File: src/stp_pkg.sv
package stp_pkg;

  // Field and accumulator widths fixed by the value range
  localparam int TOTAL_W      = 39;
  localparam int VALUE_W      = 40;
  localparam int INT_W        = 7;
  localparam int MFRAC_W      = 20;
  localparam int TAIL_W       = 10;
  localparam int UNITS_W      = 12;
  localparam int WEIGHT_W     = 32;
  localparam int MFRAC_DIGITS = 6;

  // Characters the scanner reacts to
  localparam logic [7:0] CH_COLON = 8'h3A;
  localparam logic [7:0] CH_SPACE = 8'h20;
  localparam logic [7:0] CH_DOT   = 8'h2E;
  localparam logic [7:0] CH_MINUS = 8'h2D;
  localparam logic [7:0] CH_PLUS  = 8'h2B;
  localparam logic [7:0] CH_ZERO  = 8'h30;
  localparam logic [7:0] CH_NINE  = 8'h39;

  // Hours must stay below this in right ascension
  localparam logic [INT_W-1:0] RA_HOUR_LIMIT = 7'd24;

  typedef logic [1:0] part_t;
  localparam part_t PART_HOURS   = 2'd0;
  localparam part_t PART_MINUTES = 2'd1;
  localparam part_t PART_SECONDS = 2'd2;

  // Scan result handed from the character scanner to the value pipeline
  typedef struct packed {
    logic               ok;
    logic               neg;
    part_t              part;
    logic [TOTAL_W-1:0] total;
    logic [INT_W-1:0]   int_v;
    logic [MFRAC_W-1:0] mfrac;
    logic [TAIL_W-1:0]  tail;
  } fin_rec_t;

  // Power of ten, for elaboration-time constants only
  function automatic longint pow10(input int n);
    longint p;
    p = 1;
    for (int i = 0; i < n; i++) begin
      p = p * 10;
    end
    return p;
  endfunction

  // Weight of one unit of a part, in millionths of a second
  function automatic logic [WEIGHT_W-1:0] part_weight(input part_t part);
    case (part)
      PART_HOURS:   part_weight = 32'd3600000000;
      PART_MINUTES: part_weight = 32'd60000000;
      PART_SECONDS: part_weight = 32'd1000000;
      default:      part_weight = 32'd0;
    endcase
  endfunction

  // Seconds in one unit of a part
  function automatic logic [UNITS_W-1:0] part_units(input part_t part);
    case (part)
      PART_HOURS:   part_units = 12'd3600;
      PART_MINUTES: part_units = 12'd60;
      PART_SECONDS: part_units = 12'd1;
      default:      part_units = 12'd0;
    endcase
  endfunction

endpackage

File: src/sexagesimal_text_parser.sv
// Sexagesimal angle text parser.
// Input stream: one ASCII character per transfer in in_tdata, in_tlast set
// on the final character of a string. One result per string is offered on
// the output stream: out_tuser is the accept flag, out_tdata the signed
// angle in millionths of a second (of time or arc), zero when rejected.
// cfg_data selects declination (1) or right ascension (0); write it only
// while no string is in flight. cfg_ready is always high.
// Throughput: one character per cycle, strings back to back, while in_tready
// stays high. The record register takes the scan result at the transfer of
// the last character; the product stage, the partial-sum stage and the
// output register follow it in that order, and the output register offers
// the result.
// When the receiver stalls, finished results queue in the pipeline
// stages; in_tready drops only once every stage holds a result.
// Reset (rst_n low, synchronous) empties the pipeline, clears the scan
// state and selects right ascension.
module sexagesimal_text_parser #(
  parameter int FRAC_DIGITS = 6
) (
  input  logic        clk,
  input  logic        rst_n,
  input  logic        in_tvalid,
  output logic        in_tready,
  input  logic [7:0]  in_tdata,   // [7:0] text_char
  input  logic        in_tlast,
  output logic        out_tvalid,
  input  logic        out_tready,
  output logic [39:0] out_tdata,  // [39:0] angle_value
  output logic        out_tuser,  // [0] parse_ok
  input  logic        cfg_valid,
  output logic        cfg_ready,
  input  logic        cfg_data
);
  import stp_pkg::*;

  logic     mode_r;
  logic     accept;
  logic     rec_valid;
  logic     fin_ready;
  fin_rec_t rec;

  // Mode register, written on a configuration transfer
  assign cfg_ready = 1'b1;

  always_ff @(posedge clk) begin
    if (!rst_n) begin
      mode_r <= 1'b0;
    end else if (cfg_valid) begin
      mode_r <= cfg_data;
    end
  end

  // Take a character unless a record still waits for the pipeline
  assign in_tready = !rec_valid || fin_ready;
  assign accept    = in_tvalid && in_tready;

  stp_scan #(
    .FRAC_DIGITS(FRAC_DIGITS)
  ) u_scan (
    .clk       (clk),
    .rst_n     (rst_n),
    .mode      (mode_r),
    .accept    (accept),
    .text_char (in_tdata),
    .last_char (in_tlast),
    .fin_ready (fin_ready),
    .rec_valid (rec_valid),
    .rec       (rec)
  );

  stp_finish #(
    .FRAC_DIGITS(FRAC_DIGITS)
  ) u_finish (
    .clk       (clk),
    .rst_n     (rst_n),
    .rec_valid (rec_valid),
    .rec       (rec),
    .fin_ready (fin_ready),
    .out_ready (out_tready),
    .out_valid (out_tvalid),
    .out_ok    (out_tuser),
    .out_value (out_tdata)
  );

endmodule

File: src/stp_scan.sv
module stp_scan #(
  parameter int FRAC_DIGITS = 6
) (
  input  logic             clk,
  input  logic             rst_n,
  input  logic             mode,
  input  logic             accept,
  input  logic [7:0]       text_char,
  input  logic             last_char,
  input  logic             fin_ready,
  output logic             rec_valid,
  output stp_pkg::fin_rec_t rec
);
  import stp_pkg::*;

  localparam int FC_W        = $clog2(FRAC_DIGITS + 1);
  localparam int M_DIGITS    = (FRAC_DIGITS < MFRAC_DIGITS) ? FRAC_DIGITS : MFRAC_DIGITS;
  localparam int TAIL_DIGITS = FRAC_DIGITS - M_DIGITS;
  localparam logic [TAIL_W-1:0] TAIL_P0 = TAIL_W'(pow10(TAIL_DIGITS - 1));
  localparam logic [TAIL_W-1:0] TAIL_P1 = TAIL_W'(pow10(TAIL_DIGITS - 2));
  localparam logic [TAIL_W-1:0] TAIL_P2 = TAIL_W'(pow10(TAIL_DIGITS - 3));

  // Place value of a fraction digit, microsecond resolution
  function automatic logic [MFRAC_W-1:0] m_pos(input logic [3:0] j);
    case (j)
      4'd0:    m_pos = 20'd100000;
      4'd1:    m_pos = 20'd10000;
      4'd2:    m_pos = 20'd1000;
      4'd3:    m_pos = 20'd100;
      4'd4:    m_pos = 20'd10;
      4'd5:    m_pos = 20'd1;
      default: m_pos = 20'd0;
    endcase
  endfunction

  part_t              part_r, part_nxt;
  logic [1:0]         icnt_r, icnt_nxt;
  logic [INT_W-1:0]   int_r, int_nxt;
  logic               dot_r, dot_nxt;
  logic [FC_W-1:0]    fcnt_r, fcnt_nxt;
  logic [MFRAC_W-1:0] mfrac_r, mfrac_nxt;
  logic [TAIL_W-1:0]  tail_r, tail_nxt;
  logic [TOTAL_W-1:0] total_r, total_nxt;
  logic               fail_r, fail_nxt;
  logic               stop_r, stop_nxt;
  logic               neg_r, neg_nxt;
  logic               first_r, first_nxt;
  logic               rec_valid_r, rec_valid_nxt;
  fin_rec_t           rec_r, rec_nxt;

  logic               is_digit;
  logic               is_sep;
  logic [3:0]         digit;
  logic [TOTAL_W-1:0] close_sum;
  logic               close_bad;
  logic               split;
  logic               to_frac;
  logic [INT_W-1:0]   int_base;
  logic [1:0]         icnt_base;
  logic [TAIL_W-1:0]  tail_pos;
  logic               pending;
  logic               keep;

  // Classify the character; digits carry their value in the low nibble
  assign is_digit = (text_char >= CH_ZERO) && (text_char <= CH_NINE);
  assign is_sep   = (text_char == CH_COLON) || (text_char == CH_SPACE);
  assign digit    = text_char[3:0];

  // Closing the current part adds its integer times the part weight
  assign close_sum = total_r + TOTAL_W'(int_r) * TOTAL_W'(part_weight(part_r));
  assign close_bad = !mode && (part_r == PART_HOURS) && (int_r >= RA_HOUR_LIMIT);

  // A third integer digit opens the next part, or the fraction in seconds
  assign split     = (icnt_r == 2'd2) && !dot_r && (part_r < PART_SECONDS);
  assign to_frac   = dot_r || ((icnt_r == 2'd2) && !split);
  assign int_base  = split ? '0 : int_r;
  assign icnt_base = split ? 2'd0 : icnt_r;

  assign tail_pos = (fcnt_r == FC_W'(M_DIGITS))     ? TAIL_P0 :
                    (fcnt_r == FC_W'(M_DIGITS + 1)) ? TAIL_P1 : TAIL_P2;

  // Advance the scan state by one character
  always_comb begin
    part_nxt  = part_r;
    icnt_nxt  = icnt_r;
    int_nxt   = int_r;
    dot_nxt   = dot_r;
    fcnt_nxt  = fcnt_r;
    mfrac_nxt = mfrac_r;
    tail_nxt  = tail_r;
    total_nxt = total_r;
    fail_nxt  = fail_r;
    stop_nxt  = stop_r;
    neg_nxt   = neg_r;
    first_nxt = first_r;
    if (accept) begin
      first_nxt = 1'b0;
      if (!fail_r && !stop_r) begin
        if (mode && first_r && ((text_char == CH_PLUS) || (text_char == CH_MINUS))) begin
          neg_nxt = (text_char == CH_MINUS);
        end else if (is_digit) begin
          if (split && close_bad) begin
            fail_nxt = 1'b1;
          end else begin
            if (split) begin
              total_nxt = close_sum;
              part_nxt  = part_r + 2'd1;
            end
            if (to_frac) begin
              dot_nxt = 1'b1;
              if (fcnt_r < FC_W'(FRAC_DIGITS)) begin
                if (fcnt_r < FC_W'(M_DIGITS)) begin
                  mfrac_nxt = mfrac_r + MFRAC_W'(digit) * m_pos(4'(fcnt_r));
                end else begin
                  tail_nxt = tail_r + TAIL_W'(digit) * tail_pos;
                end
                fcnt_nxt = fcnt_r + FC_W'(1);
              end
            end else begin
              int_nxt  = INT_W'(int_base * 7'd10 + INT_W'(digit));
              icnt_nxt = icnt_base + 2'd1;
            end
          end
        end else if (is_sep) begin
          if (dot_r || (part_r >= PART_SECONDS)) begin
            fail_nxt = 1'b1;
          end else if ((icnt_r != 2'd0) && close_bad) begin
            fail_nxt = 1'b1;
          end else begin
            if (icnt_r != 2'd0) begin
              total_nxt = close_sum;
              icnt_nxt  = 2'd0;
              int_nxt   = '0;
            end
            part_nxt = part_r + 2'd1;
          end
        end else if ((text_char == CH_DOT) && !dot_r) begin
          dot_nxt = 1'b1;
        end else if (mode) begin
          fail_nxt = 1'b1;
        end else begin
          stop_nxt = 1'b1;
        end
      end
    end
  end

  // Build the result record from the state after the last character
  assign pending = (icnt_nxt != 2'd0) || (fcnt_nxt != '0);
  assign keep    = !fail_nxt && pending &&
                   !(!mode && (part_nxt == PART_HOURS) && (int_nxt >= RA_HOUR_LIMIT));

  always_comb begin
    rec_nxt.ok    = !fail_nxt;
    rec_nxt.neg   = neg_nxt && !fail_nxt;
    rec_nxt.part  = part_nxt;
    rec_nxt.total = fail_nxt ? '0 : total_nxt;
    rec_nxt.int_v = keep ? int_nxt : '0;
    rec_nxt.mfrac = keep ? mfrac_nxt : '0;
    rec_nxt.tail  = keep ? tail_nxt : '0;
  end

  // Hold the record until the value pipeline takes it
  always_comb begin
    rec_valid_nxt = rec_valid_r;
    if (accept && last_char) begin
      rec_valid_nxt = 1'b1;
    end else if (fin_ready) begin
      rec_valid_nxt = 1'b0;
    end
  end

  // Scan state: clear on reset and after the last character
  always_ff @(posedge clk) begin
    if (!rst_n || (accept && last_char)) begin
      part_r  <= PART_HOURS;
      icnt_r  <= 2'd0;
      int_r   <= '0;
      dot_r   <= 1'b0;
      fcnt_r  <= '0;
      mfrac_r <= '0;
      tail_r  <= '0;
      total_r <= '0;
      fail_r  <= 1'b0;
      stop_r  <= 1'b0;
      neg_r   <= 1'b0;
      first_r <= 1'b1;
    end else begin
      part_r  <= part_nxt;
      icnt_r  <= icnt_nxt;
      int_r   <= int_nxt;
      dot_r   <= dot_nxt;
      fcnt_r  <= fcnt_nxt;
      mfrac_r <= mfrac_nxt;
      tail_r  <= tail_nxt;
      total_r <= total_nxt;
      fail_r  <= fail_nxt;
      stop_r  <= stop_nxt;
      neg_r   <= neg_nxt;
      first_r <= first_nxt;
    end
  end

  always_ff @(posedge clk) begin
    if (!rst_n) begin
      rec_valid_r <= 1'b0;
    end else begin
      rec_valid_r <= rec_valid_nxt;
    end
  end

  always_ff @(posedge clk) begin
    if (accept && last_char) begin
      rec_r <= rec_nxt;
    end
  end

  assign rec_valid = rec_valid_r;
  assign rec       = rec_r;

endmodule

File: src/stp_finish.sv
module stp_finish #(
  parameter int FRAC_DIGITS = 6
) (
  input  logic                       clk,
  input  logic                       rst_n,
  input  logic                       rec_valid,
  input  stp_pkg::fin_rec_t          rec,
  output logic                       fin_ready,
  input  logic                       out_ready,
  output logic                       out_valid,
  output logic                       out_ok,
  output logic [stp_pkg::VALUE_W-1:0] out_value
);
  import stp_pkg::*;

  localparam int PM_W = WEIGHT_W;
  localparam int PT_W = 22;
  localparam int TAIL_DIGITS = (FRAC_DIGITS > MFRAC_DIGITS) ? FRAC_DIGITS - MFRAC_DIGITS : 0;

  logic               b_ready, c_ready;
  logic               b_valid_r, c_valid_r, out_valid_r;
  logic               b_ok_r, b_neg_r, c_ok_r, c_neg_r, out_ok_r;
  logic [TOTAL_W-1:0] b_total_r, b_pint_r;
  logic [PM_W-1:0]    b_pm_r;
  logic [PT_W-1:0]    b_pt_r;
  logic [PT_W-1:0]    quot;
  logic [TOTAL_W-1:0] c_sum_r;
  logic [PT_W-1:0]    c_q_r;
  logic [TOTAL_W-1:0] out_sum;
  logic [VALUE_W-1:0] out_value_r;

  // Each stage moves when it is empty or its successor moves
  assign c_ready   = !out_valid_r || out_ready;
  assign b_ready   = !c_valid_r || c_ready;
  assign fin_ready = !b_valid_r || b_ready;

  // Tail quotient: floor by the sub-microsecond scale, by reciprocal
  if (TAIL_DIGITS == 0) begin : g_no_tail
    assign quot = b_pt_r;
  end else begin : g_tail
    localparam int          RECIP_SHIFT = 34;
    localparam longint      TAIL_DIV    = pow10(TAIL_DIGITS);
    localparam logic [31:0] RECIP       =
      32'(((64'd1 << RECIP_SHIFT) + TAIL_DIV - 1) / TAIL_DIV);
    logic [55:0] prod;
    assign prod = 56'(b_pt_r) * 56'(RECIP);
    assign quot = prod[RECIP_SHIFT +: PT_W];
  end

  // Valid flags
  always_ff @(posedge clk) begin
    if (!rst_n) begin
      b_valid_r   <= 1'b0;
      c_valid_r   <= 1'b0;
      out_valid_r <= 1'b0;
    end else begin
      if (fin_ready) begin
        b_valid_r <= rec_valid;
      end
      if (b_ready) begin
        c_valid_r <= b_valid_r;
      end
      if (c_ready) begin
        out_valid_r <= c_valid_r;
      end
    end
  end

  // Products of each term with its part scale
  always_ff @(posedge clk) begin
    if (fin_ready) begin
      b_ok_r    <= rec.ok;
      b_neg_r   <= rec.neg;
      b_total_r <= rec.total;
      b_pint_r  <= TOTAL_W'(rec.int_v) * TOTAL_W'(part_weight(rec.part));
      b_pm_r    <= PM_W'(rec.mfrac) * PM_W'(part_units(rec.part));
      b_pt_r    <= PT_W'(rec.tail) * PT_W'(part_units(rec.part));
    end
  end

  // Partial sum and tail quotient
  always_ff @(posedge clk) begin
    if (b_ready) begin
      c_ok_r  <= b_ok_r;
      c_neg_r <= b_neg_r;
      c_sum_r <= b_total_r + b_pint_r + TOTAL_W'(b_pm_r);
      c_q_r   <= quot;
    end
  end

  // Final sum, sign applied
  assign out_sum = c_sum_r + TOTAL_W'(c_q_r);

  always_ff @(posedge clk) begin
    if (c_ready) begin
      out_ok_r    <= c_ok_r;
      out_value_r <= c_neg_r ? (VALUE_W'(0) - {1'b0, out_sum}) : {1'b0, out_sum};
    end
  end

  assign out_valid = out_valid_r;
  assign out_ok    = out_ok_r;
  assign out_value = out_value_r;

endmodule

File: config.mk
export PLATFORM = sky130hd
export DESIGN_NAME = sexagesimal_text_parser
export DESIGN_NICKNAME = d
export VERILOG_FILES = /design/src/stp_pkg.sv /design/src/sexagesimal_text_parser.sv /design/src/stp_scan.sv /design/src/stp_finish.sv
export SDC_FILE = /design/constraint.sdc
export NUM_CORES = 2
export LEC_CHECK = 0
export ABC_AREA = 1
export ABC_CLOCK_PERIOD_IN_PS = 19000
export BUFFER_PORTS_ARGS = -buffer_cell sky130_fd_sc_hd__buf_4
export CAP_MARGIN = 20
export CORE_MARGIN = 8
export CORE_UTILIZATION = 55
export CTS_CLUSTER_DIAMETER = 30
export DETAILED_ROUTE_END_ITERATION = 10
export GPL_TIMING_DRIVEN = 0
export HOLD_SLACK_MARGIN = 0.12
export PLACE_DENSITY = 0.75
export SYNTH_ARGS = -nofsm -noshare
export SYNTH_HDL_FRONTEND = slang
export SYNTH_SLANG_ARGS = --single-unit
File: constraint.sdc
create_clock -name clk -period 19 [get_ports clk]
set_input_delay 0.95 -clock clk [delete_from_list [all_inputs] [get_ports clk]]
set_output_delay 0.95 -clock clk [all_outputs]
set_load 0.05 [all_outputs]
==> impl_summary.txt <==
----------------------------------------------------
[Outcome]
  Run status ... completed

[Floorplanning]
  Number of standard-cell rows in the floorplan ... 90
  Core Region ... 0.0599 mm2
  Initial core utilization ... about 55%
  Overall die height ... 261 um
  Number of primary I/O pins ... 59
  Area of the die ... 0.0683 mm2
  Die boundary width ... 261 um

[Layout]
  Fillers ... 5175
  Fraction of layout cells with a size suffix above 1 ... slightly below 7%
  Final antenna diode count ... 0
  Synthesis-to-finish area growth ... 10.8%
  Final layout net count ... roughly 4600

[Power and ir drop]
  Net switching power ... 1300 uW
  Power share of the combinational group ... 38.1%
  Sw Ratio ... 38.5%
  Part of the power in the clock network ... between 30% and 40%
  Highest ir drop seen on vdd ... roughly 0.11 mV
  Areal power density over the cells ... 92.1 mW/mm2
  Relative contribution of sequential cells to total power ... a little under a third
  Static leakage ... roughly 0.019 uW
  Internal ... 2080 uW

[Timing]
  Post-route fraction of the period consumed by the critical path ... a little under two fifths
  Worst slew margin ... 25.6%
  Max Transition Viols Final ... 0
  Post-Route Hold Slack ... 0.415 ns
  Post-route clock skew ... 0.0632 ns
  Final setup violation count ... 0
  Number of hold violations in the final report ... 0
  RSZ-0062 raised after global routing ... no
  Total Negative Setup Slacks ... 0 ns
  Clock period minus final worst setup slack ... 7.17 ns
  Maximum clock frequency ... 0.139 GHz
  Transition at the pin with the smallest max-transition slack ... 1.11 ns

[Placement]
  Global placer's final weighted congestion ... 0.969
  Detailed Place HPWL ... 67700 um
  Count of buffers from port buffering ... 56

[GRT]
  GR Layer Usage met3 ... 3.89%
  Vias in the first global route ... roughly 25000
  GRT met1 Usage ... 30.8%
  Grt peak-use layer ... met2
  Met2 routing resource usage after global routing ... 40.7%
  Maximum number of pins on one net before global-route repair ... 41
  Remaining global-route overflow ... 0
  Total GRT Usage ... roughly a quarter
  Global-route wire length before repair ... about 130000 um
  Initial antenna violation count ... 1

[Yosys]
  Sequential-to-total area share from yosys stat ... between 20% and 30%
  Mapped Area ... roughly 0.033 mm2
  Share of synthesized registers carrying an async set or reset ... 0%
  Compound-Gate Fraction of Synth Area ... around 6.7%
  Most common flop cell mapped by yosys ... sky130_fd_sc_hd__edfxtp_1
  Number of enable-type register cells in the synthesized netlist ... 246
  Synth unique cells ... 56
  Yosys warning count ... 0
  Combinational family with the most area after synthesis ... adder cells
  Seq cells post-synth ... between 300 and 400
  Area share of fa/ha/maj cells after synthesis ... 34.9%
  Number of standard cells after synthesis ... 3779
  Avg Synthesized Cell Area ... between 8 and 9 um2
  Post-synthesis net count ... 4515
  Xor/xnor share of the synthesized area ... under 10%
  Simple-gate area share of the yosys netlist ... 16.2%
  Fraction of synthesized area in multiplexers ... 0.242%

[Detailed routing]
  Total routed wirelength ... 80600 um
  Number of remaining DRC errors ... 0
  Via/cell ratio ... 5.24
  Post-route ant nets ... 0
  Drt first pass iters ... 5
  Routed wire length per instance ... 17.0 um
  Via total after detailed routing ... 24800
  Violation count after the first detailed-route iteration ... 1766

[Worst hold path]
  Startpoint of the most critical hold path ... u_finish.b_pm_r[0]$_DFFE_PP_
  Hold Crit Endpoint ... u_finish.c_sum_r[0]$_DFFE_PP_
  Worst hold path cell count ... 0
  Type of the most critical hold path ... reg -> reg

[Worst setup path]
  Critical path required time ... 19.35 ns
  Type of element launching the critical path ... flip-flop
  Endpoint kind of the worst setup timing path ... flip-flop
  Critical path buffer and inverter count ... 7
  Classification of the worst setup path ... reg -> reg
  Crit Reg-Reg Startpoint ... u_scan.rec[77]$_DFFE_PP_
  Number of cell instances on the worst register-to-register path ... 22
  Max stage delay on crit path ... approximately 0.80 ns
  Reg2reg end ... u_finish.b_pm_r[29]$_DFFE_PP_
  Ordered cell list for the critical path ... inv_1, ha_1, clkbuf_1, clkbuf_1, nand2_1, inv_1, fa_1, ha_1, fa_1, inv_1, fa_1, inv_1, fa_1, ha_1, nand2_1, nor2_1, inv_1, nor3_1, nand3_1, o211ai_1, a21oi_1, xnor2_1
  Crit path max-delay family ... adder cells
  CP most frequent cell ... sky130_fd_sc_hd__inv_1
  Register-to-register path setup slack ... roughly 12 ns
  Biggest fanout along the worst timing path ... 10
  Critical Path Slowest Stage Cell ... sky130_fd_sc_hd__clkbuf_1
  Arrival @ worst endpoint ... 7.52 ns

[Clock tree]
  Cts repair resizes ... 0
  H-tree Lvls ... 2
  CTS clock-pin slew for the worst setup and hold paths ... 0.06 ns
  Cts bufs inserted ... 57
  Post-CTS setup repair buffer count ... 0
  Buffer depth of the longest clock path ... 3
  Clock latency at the later pin of the worst-skew pair ... 0.62 ns
  Clock tree from TritonCTS ... yes
  Sink count of the clock tree ... 323
  Clock Tree Root ... sky130_fd_sc_hd__clkbuf_16
  Hold Buf Count CTS ... 0

[Run]
  Max-cap viol count ... 0

----------------------------------------------------
[Yosys cell counts, types with 12 or more instances]
cell type	instances	area, um2
sky130_fd_sc_hd__nor3_1	27	135
sky130_fd_sc_hd__buf_2	14	70.1
sky130_fd_sc_hd__nor2_4	26	293
sky130_fd_sc_hd__ha_1	385	4820
sky130_fd_sc_hd__o21ai_0	138	691
sky130_fd_sc_hd__o21ai_1	17	85.1
sky130_fd_sc_hd__nor4_1	20	125
sky130_fd_sc_hd__xnor2_1	70	613
sky130_fd_sc_hd__clkbuf_1	25	93.8
sky130_fd_sc_hd__a21o_1	17	128
sky130_fd_sc_hd__nand2_2	12	75.1
sky130_fd_sc_hd__a31oi_1	14	87.6
sky130_fd_sc_hd__nand3_1	117	586
sky130_fd_sc_hd__fa_1	336	6730
sky130_fd_sc_hd__nand4_1	29	181
sky130_fd_sc_hd__inv_1	865	3250
sky130_fd_sc_hd__a21oi_1	173	866
sky130_fd_sc_hd__edfxtp_1	246	7390
sky130_fd_sc_hd__dfxtp_1	77	1540
sky130_fd_sc_hd__xor2_1	83	727
sky130_fd_sc_hd__nand2_1	583	2190
sky130_fd_sc_hd__o21bai_1	13	97.6
sky130_fd_sc_hd__nor2_1	386	1450
[layer usage]
layer  share of wire [%]  vias up
met3                 6.1      190
met1                  43    11700
met2                  46      771
met5                   0        -
li1                    -    12200
met4                 4.7        0
[worst max-delay path by stage]
stage	to	slack, ns	start	depth (start not counted)
after CTS	u_finish.b_pm_r[29]$_DFFE_PP_	11.91	u_scan.rec[77]$_DFFE_PP_	22
after detailed placement	u_finish.b_pm_r[29]$_DFFE_PP_	11.96	u_scan.rec[77]$_DFFE_PP_	22
after global routing	u_finish.b_pm_r[29]$_DFFE_PP_	11.46	u_scan.rec[77]$_DFFE_PP_	22
after floorplan	u_scan.rec[10]$_SDFFCE_PN0P_	12.01	out_tready	6
final	u_finish.b_pm_r[29]$_DFFE_PP_	11.83	u_scan.rec[77]$_DFFE_PP_	22
after global placement	u_scan.rec[71]$_SDFFCE_PN0P_	9.71	out_tready	7
[kinds of logic (layout without fill, tap and decap cells)]
group,Yosys count,count (layout)
compound gates,405,405
xor+xnor,153,153
fa+ha+maj,721,721
buf+inv,928,1100
flops,323,323
mux,8,8
other cells,1,1
simple gates,1240,1240
[layout make-up]
class	count	area, um2	area share, %
Multi-Input combinational cell	2528	20600	56.1
Sequential cell	323	8930	24.4
Inverter	879	3310	9.02
Clock buffer	66	1490	4.07
Tap cell	782	978	2.67
Timing Repair Buffer	65	567	1.55
Clock inverter	41	526	1.43
Buffer	49	290	0.792
[power by group through the flow]
stage                     Sequential (uW)  Clock (uW)  Combinational (uW)
after CTS                            1040        1070                1280
final                                1040        1050                1290
after global routing                 1060        1090                1440
after detailed placement             1060           0                1280
after global placement               1050           0                1260
after floorplan                      1160           0                 824
[layout by cell type, fill, tap and decap left out, types with 17 or more instances in the layout]
master	Yosys	routed
sky130_fd_sc_hd__nand2_1	583	582
sky130_fd_sc_hd__fa_1	336	336
sky130_fd_sc_hd__nor3_1	27	27
sky130_fd_sc_hd__a21oi_1	173	173
sky130_fd_sc_hd__dfxtp_1	77	77
sky130_fd_sc_hd__o21ai_0	138	138
sky130_fd_sc_hd__inv_1	865	864
sky130_fd_sc_hd__clkbuf_16	0	57
sky130_fd_sc_hd__nor4_1	20	20
sky130_fd_sc_hd__clkbuf_1	25	31
sky130_fd_sc_hd__xnor2_1	70	70
sky130_fd_sc_hd__xor2_1	83	83
sky130_fd_sc_hd__edfxtp_1	246	246
sky130_fd_sc_hd__nand3_1	117	117
sky130_fd_sc_hd__o21ai_1	17	17
sky130_fd_sc_hd__buf_4	2	58
sky130_fd_sc_hd__nor2_1	386	385
sky130_fd_sc_hd__nor2_4	26	27
sky130_fd_sc_hd__a21o_1	17	17
sky130_fd_sc_hd__nand4_1	29	29
sky130_fd_sc_hd__ha_1	385	385
[stage by stage]
step | instances | worst slack (ns) | power (uW) | area [um2] | utilization, %
6_report | 4733 | 11.83 | 3380 | 36700 | 61.2
4_1_cts | 4733 | 11.91 | 3400 | 36700 | 61.2
5_1_grt | 4733 | 11.46 | 3590 | 36700 | 61.2
3_5_place_dp | 4626 | 11.96 | 2330 | 34600 | 57.8
2_1_floorplan | 3779 | 12.01 | 1990 | 33100 | -
3_3_place_gp | 4617 | 9.71 | 2310 | 34500 | 57.6
[flip-flops by register name, summed over array words and instances, names as in the netlist, 2 cells and up]
register / count
u_scan.rec: 64
u_finish.out_value: 40
u_finish.c_sum_r: 39
u_finish.b_pint_r: 33
u_finish.b_total_r: 33
u_scan.total_r: 33
u_finish.b_pm_r: 32
u_scan.mfrac_r: 20
u_scan.int_r: 7
u_scan.fcnt_r: 3
u_scan.icnt_r: 2
u_scan.part_r: 2
Note: power is estimated with default switching activity, not from simulation.
